### src/hw/rtl/c_subset_lexer_unit_macros.svh
// Assertion macros for the C-subset lexer unit.
// Bodies refer to clk and rst_n of the module that uses them.
`ifndef C_SUBSET_LEXER_UNIT_MACROS_SVH
`define C_SUBSET_LEXER_UNIT_MACROS_SVH
`ifndef SYNTHESIS
// same-cycle implication
`define CLX_ASSERT_NOW(lbl, ante, cons) \
  lbl: assert property (@(posedge clk) disable iff (!rst_n) (ante) |-> (cons)) \
    else $error("lexer check failed: same-cycle rule");
// next-cycle implication
`define CLX_ASSERT_NEXT(lbl, ante, cons) \
  lbl: assert property (@(posedge clk) disable iff (!rst_n) (ante) |=> (cons)) \
    else $error("lexer check failed: next-cycle rule");
`else
`define CLX_ASSERT_NOW(lbl, ante, cons)
`define CLX_ASSERT_NEXT(lbl, ante, cons)
`endif
`endif

### src/hw/rtl/clx_pkg.sv
// Shared types, token codes and lookup functions for the C-subset lexer.
// No dependencies.
`default_nettype none
package clx_pkg;

  typedef logic [5:0] kind_t;

  localparam kind_t K_INT     = 6'd0;
  localparam kind_t K_VOID    = 6'd1;
  localparam kind_t K_RETURN  = 6'd2;
  localparam kind_t K_IF      = 6'd3;
  localparam kind_t K_ELSE    = 6'd4;
  localparam kind_t K_WHILE   = 6'd5;
  localparam kind_t K_FOR     = 6'd6;
  localparam kind_t K_IDENT   = 6'd7;
  localparam kind_t K_NUMBER  = 6'd8;
  localparam kind_t K_EQEQ    = 6'd9;
  localparam kind_t K_ASSIGN  = 6'd10;
  localparam kind_t K_PLUS    = 6'd11;
  localparam kind_t K_MINUS   = 6'd12;
  localparam kind_t K_STAR    = 6'd13;
  localparam kind_t K_SLASH   = 6'd14;
  localparam kind_t K_ANDAND  = 6'd15;
  localparam kind_t K_AMP     = 6'd16;
  localparam kind_t K_OROR    = 6'd17;
  localparam kind_t K_BAR     = 6'd18;
  localparam kind_t K_NE      = 6'd19;
  localparam kind_t K_BANG    = 6'd20;
  localparam kind_t K_GE      = 6'd21;
  localparam kind_t K_GT      = 6'd22;
  localparam kind_t K_LE      = 6'd23;
  localparam kind_t K_LT      = 6'd24;
  localparam kind_t K_SEMI    = 6'd25;
  localparam kind_t K_COMMA   = 6'd26;
  localparam kind_t K_LPAREN  = 6'd27;
  localparam kind_t K_RPAREN  = 6'd28;
  localparam kind_t K_LBRACE  = 6'd29;
  localparam kind_t K_RBRACE  = 6'd30;
  localparam kind_t K_LBRACK  = 6'd31;
  localparam kind_t K_RBRACK  = 6'd32;
  localparam kind_t K_ERROR   = 6'd33;

  localparam logic [7:0] CH_NUL = 8'h00;
  localparam logic [7:0] CH_NL  = 8'h0A;
  localparam logic [7:0] CH_US  = 8'h5F;

  localparam int PREFIX_DEPTH = 6;
  localparam int QUEUE_DEPTH  = 4;
  localparam int QPTR_BITS    = 2;

  typedef logic [PREFIX_DEPTH-1:0][7:0] prefix_t;

  typedef enum logic [12:0] {
    M_IDLE    = 13'h0001,
    M_WORD    = 13'h0002,
    M_NUM     = 13'h0004,
    M_EQ      = 13'h0008,
    M_AMP     = 13'h0010,
    M_BAR     = 13'h0020,
    M_BANG    = 13'h0040,
    M_GT      = 13'h0080,
    M_LT      = 13'h0100,
    M_SLASH   = 13'h0200,
    M_COMMENT = 13'h0400,
    M_ERROR   = 13'h0800,
    M_ENDED   = 13'h1000
  } mode_t;

  // queue status seen by the top level and the back end
  typedef struct packed {
    logic empty;
    logic full;
  } q_stat_t;

  function automatic logic is_pending(input mode_t m);
    logic r;
    case (m)
      M_WORD, M_NUM, M_EQ, M_AMP, M_BAR, M_BANG, M_GT, M_LT, M_SLASH: r = 1'b1;
      default: r = 1'b0;
    endcase
    return r;
  endfunction

  // second byte that completes a two-char operator (or a comment opener)
  function automatic logic [7:0] op_second(input mode_t m);
    logic [7:0] r;
    case (m)
      M_AMP:   r = "&";
      M_BAR:   r = "|";
      M_SLASH: r = "/";
      default: r = "=";
    endcase
    return r;
  endfunction

  function automatic kind_t op_double(input mode_t m);
    kind_t r;
    case (m)
      M_EQ:    r = K_EQEQ;
      M_AMP:   r = K_ANDAND;
      M_BAR:   r = K_OROR;
      M_BANG:  r = K_NE;
      M_GT:    r = K_GE;
      M_LT:    r = K_LE;
      default: r = K_ERROR;
    endcase
    return r;
  endfunction

  function automatic kind_t op_single(input mode_t m);
    kind_t r;
    case (m)
      M_EQ:    r = K_ASSIGN;
      M_AMP:   r = K_AMP;
      M_BAR:   r = K_BAR;
      M_BANG:  r = K_BANG;
      M_GT:    r = K_GT;
      M_LT:    r = K_LT;
      M_SLASH: r = K_SLASH;
      default: r = K_ERROR;
    endcase
    return r;
  endfunction

  // keyword match; len is zero for words longer than the prefix
  function automatic kind_t kw_kind(input prefix_t p, input logic [2:0] len);
    kind_t r;
    r = K_IDENT;
    if (len == 3'd3 && p[0] == "i" && p[1] == "n" && p[2] == "t") r = K_INT;
    if (len == 3'd4 && p[0] == "v" && p[1] == "o" && p[2] == "i" && p[3] == "d") r = K_VOID;
    if (len == 3'd6 && p[0] == "r" && p[1] == "e" && p[2] == "t" && p[3] == "u" &&
        p[4] == "r" && p[5] == "n") r = K_RETURN;
    if (len == 3'd2 && p[0] == "i" && p[1] == "f") r = K_IF;
    if (len == 3'd4 && p[0] == "e" && p[1] == "l" && p[2] == "s" && p[3] == "e") r = K_ELSE;
    if (len == 3'd5 && p[0] == "w" && p[1] == "h" && p[2] == "i" && p[3] == "l" &&
        p[4] == "e") r = K_WHILE;
    if (len == 3'd3 && p[0] == "f" && p[1] == "o" && p[2] == "r") r = K_FOR;
    return r;
  endfunction

endpackage
`default_nettype wire

### src/hw/rtl/clx_queue.sv
// Short record queue between the lexer front and the token back end.
// Depends on clx_pkg (depth, status struct).
`default_nettype none
module clx_queue
  import clx_pkg::*;
#(
  parameter int WIDTH = 8
) (
  input  wire logic             clk,
  input  wire logic             rst_n,
  input  wire logic             push,
  input  wire logic [WIDTH-1:0] wr_data,
  input  wire logic             pop,
  output logic [WIDTH-1:0]      rd_data,
  output q_stat_t               stat
);

  logic [WIDTH-1:0]     slot_r [QUEUE_DEPTH];
  logic [QPTR_BITS-1:0] wr_ptr_r, wr_ptr_nxt;
  logic [QPTR_BITS-1:0] rd_ptr_r, rd_ptr_nxt;
  logic [QPTR_BITS:0]   cnt_r, cnt_nxt;
  logic                 do_push, do_pop;

  assign stat.empty = (cnt_r == '0);
  assign stat.full  = (cnt_r == (QPTR_BITS+1)'(QUEUE_DEPTH));
  assign do_push    = push && !stat.full;
  assign do_pop     = pop && !stat.empty;
  assign rd_data    = slot_r[rd_ptr_r];

  always_comb begin
    wr_ptr_nxt = do_push ? wr_ptr_r + 1'b1 : wr_ptr_r;
    rd_ptr_nxt = do_pop ? rd_ptr_r + 1'b1 : rd_ptr_r;
    cnt_nxt    = cnt_r;
    if (do_push && !do_pop) cnt_nxt = cnt_r + 1'b1;
    if (do_pop && !do_push) cnt_nxt = cnt_r - 1'b1;
  end

  always_ff @(posedge clk) begin
    if (do_push) slot_r[wr_ptr_r] <= wr_data;
  end

  always_ff @(posedge clk) begin
    if (!rst_n) begin
      wr_ptr_r <= '0;
      rd_ptr_r <= '0;
      cnt_r    <= '0;
    end else begin
      wr_ptr_r <= wr_ptr_nxt;
      rd_ptr_r <= rd_ptr_nxt;
      cnt_r    <= cnt_nxt;
    end
  end

endmodule
`default_nettype wire

### src/hw/rtl/clx_front.sv
// Lexer front: one byte per cycle on accept; maximal-munch state, token records.
// Depends on clx_pkg (modes, kind codes, keyword and operator lookups).
`default_nettype none
module clx_front
  import clx_pkg::*;
#(
  parameter int POSITION_BITS = 16,
  parameter int LINE_BITS     = 16,
  parameter int LENGTH_BITS   = 8,
  localparam int TOK_W        = 6 + LINE_BITS + POSITION_BITS + LENGTH_BITS + 33,
  localparam int REC_W        = 2 * TOK_W + 1
) (
  input  wire logic             clk,
  input  wire logic             rst_n,
  input  wire logic             accept,
  input  wire logic [7:0]       text_byte,
  input  wire logic             text_end,
  output logic                  rec_push,
  output logic [REC_W-1:0]      rec_data
);

  typedef struct packed {
    kind_t                    kind;
    logic [LINE_BITS-1:0]     line;
    logic [POSITION_BITS-1:0] start;
    logic [LENGTH_BITS-1:0]   len;
    logic [31:0]              value;
    logic                     last;
  } tok_t;

  typedef struct packed {
    tok_t tok1;
    tok_t tok0;
    logic pair;
  } rec_t;

  mode_t                    mode_r, mode_nxt, mode_m;
  prefix_t                  pre_r, pre_nxt, pre_m;
  logic [LENGTH_BITS-1:0]   cnt_r, cnt_nxt, cnt_m;
  logic [POSITION_BITS-1:0] start_r, start_nxt, start_m;
  logic [POSITION_BITS-1:0] pos_r, pos_nxt;
  logic [LINE_BITS-1:0]     line_r, line_nxt, line_m;
  logic [31:0]              acc_r, acc_nxt, acc_m;

  logic        is_alpha, is_digit, is_space, used;
  logic [35:0] mul10;
  logic        a_v, b_v, c_v;
  tok_t        tok_a, tok_b, tok_c;
  rec_t        rec;

  function automatic tok_t flush_tok(input mode_t m, input logic [LENGTH_BITS-1:0] cnt,
                                     input prefix_t pre, input logic [31:0] acc,
                                     input logic [POSITION_BITS-1:0] st,
                                     input logic [LINE_BITS-1:0] ln);
    tok_t       t;
    logic [2:0] ls;
    ls      = (cnt <= LENGTH_BITS'(PREFIX_DEPTH)) ? cnt[2:0] : 3'd0;
    t.kind  = op_single(m);
    t.line  = ln;
    t.start = st;
    t.len   = LENGTH_BITS'(1);
    t.value = '0;
    t.last  = 1'b0;
    case (m)
      M_WORD: begin
        t.kind = kw_kind(pre, ls);
        t.len  = cnt;
      end
      M_NUM: begin
        t.kind  = K_NUMBER;
        t.len   = cnt;
        t.value = acc;
      end
      default: ;
    endcase
    return t;
  endfunction

  assign is_alpha = (text_byte >= "a" && text_byte <= "z") ||
                    (text_byte >= "A" && text_byte <= "Z");
  assign is_digit = (text_byte >= "0" && text_byte <= "9");
  assign is_space = (text_byte == " ") || (text_byte >= 8'd9 && text_byte <= 8'd13);
  assign mul10    = {1'b0, acc_r, 3'b000} + {3'b000, acc_r, 1'b0} + {32'b0, text_byte[3:0]};

  always_comb begin
    mode_m  = mode_r;
    pre_m   = pre_r;
    cnt_m   = cnt_r;
    start_m = start_r;
    line_m  = line_r;
    acc_m   = acc_r;
    used    = 1'b0;
    a_v     = 1'b0;
    b_v     = 1'b0;
    tok_a   = flush_tok(mode_r, cnt_r, pre_r, acc_r, start_r, line_r);
    tok_b   = '0;
    tok_b.line  = line_r;
    tok_b.start = pos_r;
    tok_b.len   = LENGTH_BITS'(1);
    tok_b.kind  = K_ERROR;

    // continue or close the token in progress
    case (mode_r)
      M_WORD: begin
        if (is_alpha || is_digit || text_byte == CH_US) begin
          if (cnt_r < LENGTH_BITS'(PREFIX_DEPTH)) pre_m[cnt_r[2:0]] = text_byte;
          if (cnt_r != {LENGTH_BITS{1'b1}}) cnt_m = cnt_r + 1'b1;
          used = 1'b1;
        end else begin
          a_v    = 1'b1;
          mode_m = M_IDLE;
        end
      end
      M_NUM: begin
        if (is_digit) begin
          acc_m = (|mul10[35:32]) ? 32'hFFFF_FFFF : mul10[31:0];
          if (cnt_r != {LENGTH_BITS{1'b1}}) cnt_m = cnt_r + 1'b1;
          used = 1'b1;
        end else begin
          a_v    = 1'b1;
          mode_m = M_IDLE;
        end
      end
      M_EQ, M_AMP, M_BAR, M_BANG, M_GT, M_LT, M_SLASH: begin
        a_v    = 1'b1;
        mode_m = M_IDLE;
        if (text_byte == op_second(mode_r)) begin
          used = 1'b1;
          if (mode_r == M_SLASH) begin
            a_v    = 1'b0;
            mode_m = M_COMMENT;
          end else begin
            tok_a.kind = op_double(mode_r);
            tok_a.len  = LENGTH_BITS'(2);
          end
        end
      end
      M_COMMENT: begin
        used = 1'b1;
        if (text_byte == CH_NL) begin
          if (line_r != {LINE_BITS{1'b1}}) line_m = line_r + 1'b1;
          mode_m = M_IDLE;
        end else if (text_byte == CH_NUL) begin
          mode_m = M_ENDED;
        end
      end
      M_ERROR, M_ENDED: used = 1'b1;
      default: used = 1'b0;
    endcase

    // start a new token from this byte
    if (!used) begin
      start_m = pos_r;
      if (text_byte == CH_NUL) begin
        mode_m = M_ENDED;
      end else if (is_alpha) begin
        pre_m    = '0;
        pre_m[0] = text_byte;
        cnt_m    = LENGTH_BITS'(1);
        mode_m   = M_WORD;
      end else if (is_digit) begin
        acc_m  = {28'b0, text_byte[3:0]};
        cnt_m  = LENGTH_BITS'(1);
        mode_m = M_NUM;
      end else if (is_space) begin
        if (text_byte == CH_NL && line_r != {LINE_BITS{1'b1}}) line_m = line_r + 1'b1;
      end else begin
        b_v = 1'b1;
        case (text_byte)
          "=": begin b_v = 1'b0; mode_m = M_EQ;    end
          "&": begin b_v = 1'b0; mode_m = M_AMP;   end
          "|": begin b_v = 1'b0; mode_m = M_BAR;   end
          "!": begin b_v = 1'b0; mode_m = M_BANG;  end
          ">": begin b_v = 1'b0; mode_m = M_GT;    end
          "<": begin b_v = 1'b0; mode_m = M_LT;    end
          "/": begin b_v = 1'b0; mode_m = M_SLASH; end
          "+": tok_b.kind = K_PLUS;
          "-": tok_b.kind = K_MINUS;
          "*": tok_b.kind = K_STAR;
          ";": tok_b.kind = K_SEMI;
          ",": tok_b.kind = K_COMMA;
          "(": tok_b.kind = K_LPAREN;
          ")": tok_b.kind = K_RPAREN;
          "{": tok_b.kind = K_LBRACE;
          "}": tok_b.kind = K_RBRACE;
          "[": tok_b.kind = K_LBRACK;
          "]": tok_b.kind = K_RBRACK;
          default: begin
            tok_b.kind = K_ERROR;
            mode_m     = M_ERROR;
          end
        endcase
      end
    end

    // end of text flushes what is still open
    c_v   = text_end && is_pending(mode_m);
    tok_c = flush_tok(mode_m, cnt_m, pre_m, acc_m, start_m, line_r);

    rec.pair      = a_v && (b_v || c_v);
    rec.tok0      = a_v ? tok_a : (b_v ? tok_b : tok_c);
    rec.tok0.last = !rec.pair;
    rec.tok1      = b_v ? tok_b : tok_c;
    rec.tok1.last = 1'b1;

    pre_nxt = pre_m;
    if (text_end) begin
      mode_nxt  = M_IDLE;
      cnt_nxt   = '0;
      start_nxt = '0;
      pos_nxt   = '0;
      line_nxt  = LINE_BITS'(1);
      acc_nxt   = '0;
    end else begin
      mode_nxt  = mode_m;
      cnt_nxt   = cnt_m;
      start_nxt = start_m;
      pos_nxt   = (pos_r != {POSITION_BITS{1'b1}}) ? pos_r + 1'b1 : pos_r;
      line_nxt  = line_m;
      acc_nxt   = acc_m;
    end
  end

  assign rec_push = accept && (a_v || b_v || c_v);
  assign rec_data = rec;

  always_ff @(posedge clk) begin
    if (accept) pre_r <= pre_nxt;
  end

  always_ff @(posedge clk) begin
    if (!rst_n) begin
      mode_r  <= M_IDLE;
      cnt_r   <= '0;
      start_r <= '0;
      pos_r   <= '0;
      line_r  <= LINE_BITS'(1);
      acc_r   <= '0;
    end else if (accept) begin
      mode_r  <= mode_nxt;
      cnt_r   <= cnt_nxt;
      start_r <= start_nxt;
      pos_r   <= pos_nxt;
      line_r  <= line_nxt;
      acc_r   <= acc_nxt;
    end
  end

endmodule
`default_nettype wire

### src/hw/rtl/clx_back.sv
// Token back end: takes records from the queue and hands out one token per pop.
// Depends on clx_pkg (kind type, queue status struct).
`default_nettype none
module clx_back
  import clx_pkg::*;
#(
  parameter int POSITION_BITS = 16,
  parameter int LINE_BITS     = 16,
  parameter int LENGTH_BITS   = 8,
  localparam int TOK_W        = 6 + LINE_BITS + POSITION_BITS + LENGTH_BITS + 33,
  localparam int REC_W        = 2 * TOK_W + 1
) (
  input  wire logic               clk,
  input  wire logic               rst_n,
  input  wire q_stat_t            q_stat,
  input  wire logic [REC_W-1:0]   q_data,
  output logic                    q_pop,
  output logic                    out_empty,
  input  wire logic               out_pop,
  output kind_t                   out_token_kind,
  output logic [LINE_BITS-1:0]    out_line_number,
  output logic [POSITION_BITS-1:0] out_start_offset,
  output logic [LENGTH_BITS-1:0]  out_token_length,
  output logic [31:0]             out_number_value,
  output logic                    out_run_last
);

  typedef struct packed {
    kind_t                    kind;
    logic [LINE_BITS-1:0]     line;
    logic [POSITION_BITS-1:0] start;
    logic [LENGTH_BITS-1:0]   len;
    logic [31:0]              value;
    logic                     last;
  } tok_t;

  typedef struct packed {
    tok_t tok1;
    tok_t tok0;
    logic pair;
  } rec_t;

  rec_t rec_r;
  logic hold_r, hold_nxt;
  logic idx_r, idx_nxt;
  logic taken, done;
  tok_t cur;

  assign taken = hold_r && out_pop;
  assign done  = taken && (idx_r || !rec_r.pair);
  assign q_pop = (!hold_r || done) && !q_stat.empty;

  always_comb begin
    hold_nxt = hold_r;
    idx_nxt  = idx_r;
    if (q_pop) begin
      hold_nxt = 1'b1;
      idx_nxt  = 1'b0;
    end else if (done) begin
      hold_nxt = 1'b0;
    end else if (taken) begin
      idx_nxt = 1'b1;
    end
  end

  assign cur              = idx_r ? rec_r.tok1 : rec_r.tok0;
  assign out_empty        = !hold_r;
  assign out_token_kind   = cur.kind;
  assign out_line_number  = cur.line;
  assign out_start_offset = cur.start;
  assign out_token_length = cur.len;
  assign out_number_value = cur.value;
  assign out_run_last     = cur.last;

  always_ff @(posedge clk) begin
    if (q_pop) rec_r <= q_data;
  end

  always_ff @(posedge clk) begin
    if (!rst_n) begin
      hold_r <= 1'b0;
      idx_r  <= 1'b0;
    end else begin
      hold_r <= hold_nxt;
      idx_r  <= idx_nxt;
    end
  end

endmodule
`default_nettype wire

### src/hw/rtl/c_subset_lexer_unit.sv
// C-subset lexer unit: one source byte in per cycle unless in_full, tokens out via a queue port.
// The first token caused by a byte reaches the out_ ports through the queue write and then
// the back-end record register.
// Throughput: one byte and one token per cycle unless stalled; a byte that yields two tokens
// takes two pops; in_full rises only once the 4-record queue fills behind a slow token side.
// Reset: synchronous, active low; clears lexer mode, counters, queue pointers and output valid.
`default_nettype none
`include "c_subset_lexer_unit_macros.svh"
module c_subset_lexer_unit
  import clx_pkg::*;
#(
  parameter int POSITION_BITS = 16,
  parameter int LINE_BITS     = 16,
  parameter int LENGTH_BITS   = 8
) (
  input  wire logic                clk,
  input  wire logic                rst_n,
  // byte input
  input  wire logic                in_push,
  output logic                     in_full,
  input  wire logic [7:0]          in_text_byte,
  input  wire logic                in_text_end,
  // token output
  output logic                     out_empty,
  input  wire logic                out_pop,
  output logic [5:0]               out_token_kind,
  output logic [LINE_BITS-1:0]     out_line_number,
  output logic [POSITION_BITS-1:0] out_start_offset,
  output logic [LENGTH_BITS-1:0]   out_token_length,
  output logic [31:0]              out_number_value,
  output logic                     out_run_last
);

  localparam int TOK_W = 6 + LINE_BITS + POSITION_BITS + LENGTH_BITS + 33;
  localparam int REC_W = 2 * TOK_W + 1;

  // Front -> queue: one record per byte that yields tokens (one or two tokens).
  logic             accept;
  logic             q_push;
  logic [REC_W-1:0] q_wr_data;
  logic [REC_W-1:0] q_rd_data;
  logic             q_pop;
  q_stat_t          q_stat;

  // A byte is taken whenever the queue has a free slot, even if it yields nothing;
  // the front never has to wait on the output side directly.
  assign in_full = q_stat.full;
  assign accept  = in_push && !q_stat.full;

  clx_front #(
    .POSITION_BITS (POSITION_BITS),
    .LINE_BITS     (LINE_BITS),
    .LENGTH_BITS   (LENGTH_BITS)
  ) u_front (
    .clk       (clk),
    .rst_n     (rst_n),
    .accept    (accept),
    .text_byte (in_text_byte),
    .text_end  (in_text_end),
    .rec_push  (q_push),
    .rec_data  (q_wr_data)
  );

  // Small record queue decouples the byte side from the token side.
  clx_queue #(
    .WIDTH (REC_W)
  ) u_queue (
    .clk     (clk),
    .rst_n   (rst_n),
    .push    (q_push),
    .wr_data (q_wr_data),
    .pop     (q_pop),
    .rd_data (q_rd_data),
    .stat    (q_stat)
  );

  // Back end holds one record and splits a pair into two pops.
  clx_back #(
    .POSITION_BITS (POSITION_BITS),
    .LINE_BITS     (LINE_BITS),
    .LENGTH_BITS   (LENGTH_BITS)
  ) u_back (
    .clk              (clk),
    .rst_n            (rst_n),
    .q_stat           (q_stat),
    .q_data           (q_rd_data),
    .q_pop            (q_pop),
    .out_empty        (out_empty),
    .out_pop          (out_pop),
    .out_token_kind   (out_token_kind),
    .out_line_number  (out_line_number),
    .out_start_offset (out_start_offset),
    .out_token_length (out_token_length),
    .out_number_value (out_number_value),
    .out_run_last     (out_run_last)
  );

  // front never writes a record into a full queue
  `CLX_ASSERT_NOW(a_no_overflow, q_push, !q_stat.full)
  // first token of a pair is always followed by its partner
  `CLX_ASSERT_NEXT(a_pair_follows, !out_empty && out_pop && !out_run_last, !out_empty)
  // every token covers at least one byte
  `CLX_ASSERT_NOW(a_len_nonzero, !out_empty, out_token_length != '0)
  // only number tokens carry a value
  `CLX_ASSERT_NOW(a_value_only_num, !out_empty && out_token_kind != K_NUMBER,
                  out_number_value == 32'd0)

endmodule
`default_nettype wire

### config.mk
export PLATFORM = sky130hd
export DESIGN_NAME = c_subset_lexer_unit
export DESIGN_NICKNAME = d
export VERILOG_FILES = /design/src/hw/rtl/clx_pkg.sv /design/src/hw/rtl/clx_queue.sv /design/src/hw/rtl/clx_front.sv /design/src/hw/rtl/clx_back.sv /design/src/hw/rtl/c_subset_lexer_unit.sv
export VERILOG_INCLUDE_DIRS = /design/src /design/src/hw/rtl
export SDC_FILE = /design/constraint.sdc
export NUM_CORES = 1
export LEC_CHECK = 0
export BUFFER_PORTS_ARGS = -buffer_cell sky130_fd_sc_hd__buf_2
export CAP_MARGIN = 0
export CORE_ASPECT_RATIO = 0.7
export CORE_MARGIN = 5
export CORE_UTILIZATION = 45
export DETAILED_ROUTE_END_ITERATION = 16
export PLACE_DENSITY = 0.66
export SYNTH_ARGS = -nofsm -noshare
export SYNTH_HDL_FRONTEND = slang
export SYNTH_SLANG_ARGS = --single-unit
### constraint.sdc
create_clock -name clk -period 19.2 [get_ports clk]
set_input_delay 2.88 -clock clk [delete_from_list [all_inputs] [get_ports clk]]
set_output_delay 2.88 -clock clk [all_outputs]
set_load 0.01 [all_outputs]
== Word level (Yosys, flattened, before mapping) ==
Memories as Yosys holds them, arrays and structs flattened. A register that Yosys moved wholly into a read port is not among the register bits.
Index checks and enable logic that the tools add are counted.

* Equal/unequal tests: 103
* Add/sub/neg operators: 9
* Mux-type cells: 118
* Bitwise operators: 2
* Order comparisons: 13
* Reduce and logical (&&, ||, !) cells: 103

{| class="wikitable"
|+ Operators with widths
! operator !! number
|-
| $eq 8x7->1 const B || 52
|-
| $mux 32 || 10
|-
| $mux 48 || 6
|-
| $mux 79 || 3
|-
| $mux 16 || 14
|-
| $mux 13 || 11
|-
| $mux 8 || 15
|-
| $eq 8x6->1 const B || 14
|-
| $pmux 13 s8 || 1
|-
| $pmux 6 s7 || 2
|-
| $logic_and 1x1->1 || 71
|-
| $pmux 6 s11 || 1
|-
| $mux 6 || 10
|-
| $pmux 13 s4 || 1
|-
| $bwmux 48 || 1
|-
| $mux 3 || 16
|-
| $add 35x33->36 || 1
|-
| $add 36x4->36 || 1
|-
| $pmux 6 s6 || 1
|-
| $add 16x1->16 const B || 2
|-
| $ne 16x16->1 const B || 2
|-
| $eq 13x10->1 const B || 2
|-
| $eq 13x2->1 const B || 2
|-
| $eq 13x3->1 const B || 2
|-
| 49 further kinds || 107
|}

* Output and inout port bits: 81
* Memories kept: 1
* Bits in writable memories: 632
* Logic and storage cells: 367
* Bits in registers: 159

{| class="wikitable"
|+ Memory list
! memory !! words !! width !! read ports !! clocked after Yosys merged registers in !! wr ports !! line !! RTL
|-
| u_queue.slot_r || 4 || 158 || 1 || 1 || 1 || clx_queue.sv:18 || <nowiki>logic [WIDTH-1:0] slot_r [QUEUE_DEPTH];</nowiki>
|}

== Depth between registers and ports, before layout ==
* Depth after elaboration: 28
* Mapped depth: 21

== Cells and area by module ==
From an unflattened synthesis, not the netlist that was laid out.

* Cells, all modules: 2847
* Area total of the unflattened synthesis: 42584.6 um^2

{| class="wikitable"
|+ By module, submodules not included
! module !! area each (um^2) !! instances !! cells an instance !! sequential area each (um^2)
|-
| clx_queue || 23423.7 || 1 || 885 || 19278.5
|-
| clx_front || 12918.6 || 1 || 1702 || 3463.3
|-
| clx_back || 6228.5 || 1 || 259 || 4814.6
|-
| c_subset_lexer_unit || 13.8 || 1 || 1 || 0.0
|}

== Worst setup path after synthesis ==
Ideal clock, no wire load.

* Path type: input-to-reg
* From: input out_pop
* To: register u_queue.cnt_r[2]
* Setup time: 76 ps
* Data required time: 19124 ps
* Arrival: 12032 ps
* Setup slack: 7093 ps
* Stages: 8
* Cells stage by stage: o21ai_0 > a21oi_1 > ha_1 > inv_1 > fa_1 > xor2_1 > or3_1 > a21boi_0

* Longest elaborated chain between the ends: 8

{| class="wikitable"
|+ Ends and longest elaborated chain
! item !! line !! RTL
|-
| start, declared || c_subset_lexer_unit.sv:25 || <nowiki>input wire logic out_pop,</nowiki>
|-
| $logic_and 1x1->1 (*) || clx_back.sv:49 || <nowiki>assign taken = hold_r && out_pop;</nowiki>
|-
| $logic_and 1x1->1 (*) || clx_back.sv:50 || <nowiki>assign done = taken && (idx_r || !rec_r.pair);</nowiki>
|-
| $logic_or 1x1->1 (*) || clx_back.sv:51 || <nowiki>assign q_pop = (!hold_r || done) && !q_stat.empty;</nowiki>
|-
| $logic_and 1x1->1 (*) || clx_back.sv:51 ||
|-
| net q_pop || c_subset_lexer_unit.sv:42 || <nowiki>logic q_pop;</nowiki>
|-
| $logic_and 1x1->1 (*) || clx_queue.sv:27 || <nowiki>assign do_pop = pop && !stat.empty;</nowiki>
|-
| $logic_not 1->1 || clx_queue.sv:34 || <nowiki>if (do_push && !do_pop) cnt_nxt = cnt_r + 1'b1;</nowiki>
|-
| $logic_and 1x1->1 || clx_queue.sv:34 ||
|-
| $reduce_bool 2->1 (no line) || -- ||
|-
| end signal, assigned || clx_queue.sv:50 || <nowiki>cnt_r <= cnt_nxt;</nowiki>
|-
| end, declared || clx_queue.sv:21 || <nowiki>logic [QPTR_BITS:0] cnt_r, cnt_nxt;</nowiki>
|}

Mark *: on every way through the listed nets, which the timed path passes. The rest lies on a longest branch.
A chain may end at the register's enable or synchronous reset.

== Final worst setup path ==
* From: input in_text_byte[3]
* To: memory u_queue.slot_r[1][88] in the netlist's numbering (enable)

* Longest elaborated chain between the ends: 22

{| class="wikitable"
|+ Ends and longest elaborated chain
! item !! line !! RTL
|-
| start, declared || c_subset_lexer_unit.sv:21 || <nowiki>input wire logic [7:0] in_text_byte,</nowiki>
|-
| $ge 8x7->1 (tied with other cells) || clx_front.sv:79 || <nowiki>assign is_alpha = (text_byte >= "a" && text_byte <= "z") ||</nowiki>
|-
| $logic_and 1x1->1, on equally long branches || clx_front.sv:79, clx_front.sv:80 ||
|-
| $logic_or 1x1->1 || clx_front.sv:79 ||
|-
| $logic_or 1x1->1 (2 in series) || clx_front.sv:105 || <nowiki>if (is_alpha || is_digit || text_byte == CH_US) begin</nowiki>
|-
| $mux 13 || clx_front.sv:105 ||
|-
| $pmux 13 s4 || clx_front.sv:103 || <nowiki>case (mode_r)</nowiki>
|-
| $pmux 13 s8 || clx_front.sv:169 || <nowiki>case (text_byte)</nowiki>
|-
| $mux 13 || clx_front.sv:165 || <nowiki>end else if (is_space) begin</nowiki>
|-
| [5 not listed] || -- ||
|-
| $reduce_or 9->1 || clx_pkg.sv:77 || <nowiki>case (m)</nowiki>
|-
| $mux 1 || clx_pkg.sv:77 ||
|-
| $logic_and 1x1->1 || clx_front.sv:197 || <nowiki>c_v = text_end && is_pending(mode_m);</nowiki>
|-
| $logic_or 1x1->1 (*) || clx_front.sv:224 || <nowiki>assign rec_push = accept && (a_v || b_v || c_v);</nowiki>
|-
| $logic_and 1x1->1 (*) || clx_front.sv:224 ||
|-
| $logic_and 1x1->1 (*) || clx_queue.sv:26 || <nowiki>assign do_push = push && !stat.full;</nowiki>
|-
| $mux 1 (*) || clx_queue.sv:39 || <nowiki>if (do_push) slot_r[wr_ptr_r] <= wr_data;</nowiki>
|-
| $mux 1 (implied by the code) (*) || clx_queue.sv:39 ||
|-
| end, declared || clx_queue.sv:18 ||
|}

Every way passes the cells marked *; elsewhere a longest branch is shown, timed or not.

==> key figures <==
Clocking
  • Clock latency on the worst-skew pair: 670 ps
  • Clock Tree Root: clkbuf_16
  • CTS tree: done
  • Setup Buffers After CTS: 0
  • Clk buf depth: 3
  • Clock buffer count from CTS: 84
  • Hold_buf cts: 0
  • Post-CTS sizing: 0
  • Clk sink count: 868
  • Clock transition at path regs: 60 ps
  • # H-tree levels: 3

Place
  • Port bufs: 93
  • HPWL after detailed placement: 62.83 mm
  • GP Congestion: 0.8967
  • Area after DPL: 40180 sq um

Synthesis
  • Largest area contributor in the netlist: edfxtp_1
  • Post-Syn Area: 38590 sq um
  • Library cells used by synthesis: 103
  • Top cell type's share of synthesized area: 58.99%
  • Yosys reg bits: 868
  • Post-synth EDFFs: 758
  • Mean Syn Cell Area: 14.47 sq um
  • Top FF cell, synth: edfxtp_1
  • Fraction of registers with async set/reset: 0%
  • Post-Syn Instances: 2667
  • Count leader, synth: edfxtp_1
  • Ranking of synthesized cells by area: edfxtp_1 59%, mux4_2 8.3%, dfxtp_1 5.7%
  • Synth Net Count: 2754
  • Post-synth top cells: 758 x edfxtp_1, 226 x nand2_1, 190 x nor2_1
  • Yosys warning count: 0
  • Sequential share of the synthesized area: 64.69%

STA
  • Setup TNS: 0 ps
  • Final worst path period need: 9383 ps
  • Final Max Tran Viols: 0
  • Max_slew headroom: 19.61%
  • Max Fclk: 0.1066 GHz
  • Setup violators final: 0
  • Unrepaired setup endpoints after global routing: false
  • Crit share post-route: 48.87%
  • Final Hold Viols: 0
  • Clock Skew: 28.21 ps
  • Worst slew pin tran: 1197 ps

Critical path
  • Critical path's slowest cell: buf_4
  • Crit end category: register
  • Worst Path Arrival: 9650 ps
  • Ordered cell list for the critical path: buf_2 -> nand2_1 -> nor4b_1 -> nor2b_1 -> o21a_1 -> or3_1 -> nand3_1 -> a2bb2oi_2 -> xnor2_1 -> and4_1 -> a311oi_4 -> o21ai_2 -> and2_4 -> buf_4 -> buf_4
  • Worst Path Max Fanout: 57
  • Crit path launch type: primary input
  • WS Path Type: in2reg
  • Slowest Stage Delay on Critical Path: 880 ps
  • WP data required: 19460 ps
  • Cell mode on critical path: buf_4

Detailed routing
  • ANT nets after route: 0
  • Avg WL per Cell: 24.57 um
  • DR iter-0 viols: 2197
  • Routed vias: 23170
  • Vias per cell: 5.891
  • Residual DRC: 0
  • Detailed Route WL: 96.65 mm
  • Pre-Repair DR Iteration Count: 5

Die
  • Die height: 255 um
  • Row count: 89
  • Die Span X: 360.0 um
  • Die area: 91800 sq um
  • Initial Utilization: 45.60%
  • Core area: 84630 sq um
  • Boundary pin count: 94

Layout
  • Syn-to-layout area delta: 11.15%
  • Final std cell area, no fill: 42890 sq um
  • Share of layout cells above drive strength 1: 18.78%
  • Final nets: 2812
  • Filler instances: 7079

Outcome
  • Status: complete, no violations

GRT
  • Initial antenna violation count: 9
  • Gr usage total: 20.80%
  • Global-route wire length before repair: 145.6 mm
  • Vias in the first global route: 23360
  • Total gr overflow: 0
  • Pin count of the biggest net entering global routing: 99

Power
  • Peak supply drop: 0.1359 mV
  • LEAKAGE: 0.01506 uW
  • Power density over cell area: 120.1 nW/um^2

Job
  • Max-cap violations: 0

Min path
  • Worst hold path type: reg2reg
-- registers in the layout (all words and copies together) (netlist names) --
register          count
u_back.hold_r         1
u_back.idx_r          1
u_back.rec_r        142
u_front.acc_r        32
u_front.cnt_r         8
u_front.line_r       16
u_front.mode_r       13
u_front.pos_r        16
u_front.pre_r        48
u_front.start_r      16
u_queue.cnt_r         3
u_queue.rd_ptr_r      2
u_queue.slot_r      568
u_queue.wr_ptr_r      2
-- final cells by class --
type / count / area [sq um] / share of cell area, %
multi-input cells: 1602 / 12870 / 30.00
flip-flops and latches: 868 / 24980 / 58.23
clock buffers: 110 / 2271 / 5.295
repair buffers: 133 / 778.2 / 1.814
well taps: 1137 / 1423 / 3.317
clock inverters: 46 / 437.9 / 1.021
diodes: 2 / 5.005 / 0.01167
inverters: 36 / 135.1 / 0.3151
-- per-layer routing --
metal	global-route usage [%]	wire length, um	up-vias
met4	5.478	2211	8
li1	-	-	10440
met1	30.44	44910	11830
met3	5.100	7339	144
met5	0	55	-
met2	31.52	42140	758
-- where the power goes --
part,internal (uW),switching (uW)
logic,415,574
registers,2420,115
clock network,913,719
-- cells by family after synthesis --
family | after synthesis | synth area share (%)
flip-flops | 868 | 64.69
AND/OR/NAND/NOR | 800 | 10.47
multiplexers | 250 | 11.31
XOR/XNOR | 61 | 1.385
adder cells (fa/ha/maj) | 74 | 2.458
buffers and inverters | 197 | 2.101
AO/OA/AOI/OAI | 417 | 7.581
-- through the flow --
step / std cells / power (uW) / hold slack, ps / utilization [%] / setup slack [ps]
after floorplan: 2667 / 3272 / 467.7 / - / 7093
after global placement: 3776 / 3573 / 484.6 / 47.47 / 9371
after detailed placement: 3776 / 3591 / 494.2 / 47.47 / 9195
after CTS: 3932 / 5228 / 502.1 / 50.67 / 9871
after global routing: 3932 / 5380 / 517.7 / 50.67 / 9302
final: 3934 / 5152 / 502.3 / 50.68 / 9817
-- worst max-delay path, delay by kind of cell --
kind	cells	cell delay (ps)
xor gates and xnor gates	1	150
AOI/OAI and AO/OA	4	1320
buffers and inverters	3	2220
and+or+nand+nor	7	3000
-- layout by cell type (no fill, tap or decap), types with 12 or more instances in the layout --
| cell type | netlist | routed |
|---|---|---|
| and3_1 | 29 | 29 |
| edfxtp_1 | 758 | 758 |
| inv_1 | 34 | 34 |
| xor2_1 | 40 | 40 |
| a21o_1 | 45 | 45 |
| clkbuf_1 | 117 | 20 |
| a22oi_1 | 24 | 24 |
| nand2_1 | 226 | 226 |
| dfxtp_1 | 110 | 107 |
| nand3_1 | 64 | 64 |
| o21a_1 | 15 | 15 |
| o21ai_0 | 68 | 68 |
| mux2i_1 | 40 | 40 |
| and2_1 | 32 | 28 |
| a22o_1 | 26 | 26 |
| or3_1 | 13 | 13 |
| nor3_1 | 41 | 41 |
| clkinv_2 | 0 | 12 |
| nor2b_1 | 65 | 64 |
| buf_2 | 12 | 93 |
| nor4_1 | 21 | 21 |
| nand2b_1 | 13 | 12 |
| ha_1 | 71 | 71 |
| nand4_1 | 27 | 27 |
| clkbuf_16 | 0 | 85 |
| nor2_1 | 190 | 188 |
| mux4_2 | 142 | 142 |
| clkinv_1 | 1 | 12 |
| mux2_2 | 67 | 67 |
| xnor2_1 | 21 | 21 |
| buf_4 | 3 | 39 |
| a21oi_1 | 94 | 91 |
-- final timing paths --
path,endpoint,slack [ps],depth (start not counted),from
setup / recovery,u_queue.slot_r[1][88]$_DFFE_PP_,9820,15,in_text_byte[3]
hold / removal,u_front.acc_r[31]$_SDFFE_PN0P_,500,1,u_front.acc_r[31]$_SDFFE_PN0P_
hold reg to reg,u_front.acc_r[31]$_SDFFE_PN0P_,500,1,u_front.acc_r[31]$_SDFFE_PN0P_
setup reg to reg,u_queue.slot_r[1][88]$_DFFE_PP_,12260,14,u_front.mode_r[8]$_SDFFE_PN0P_
(Power assumes the default switching activity.)
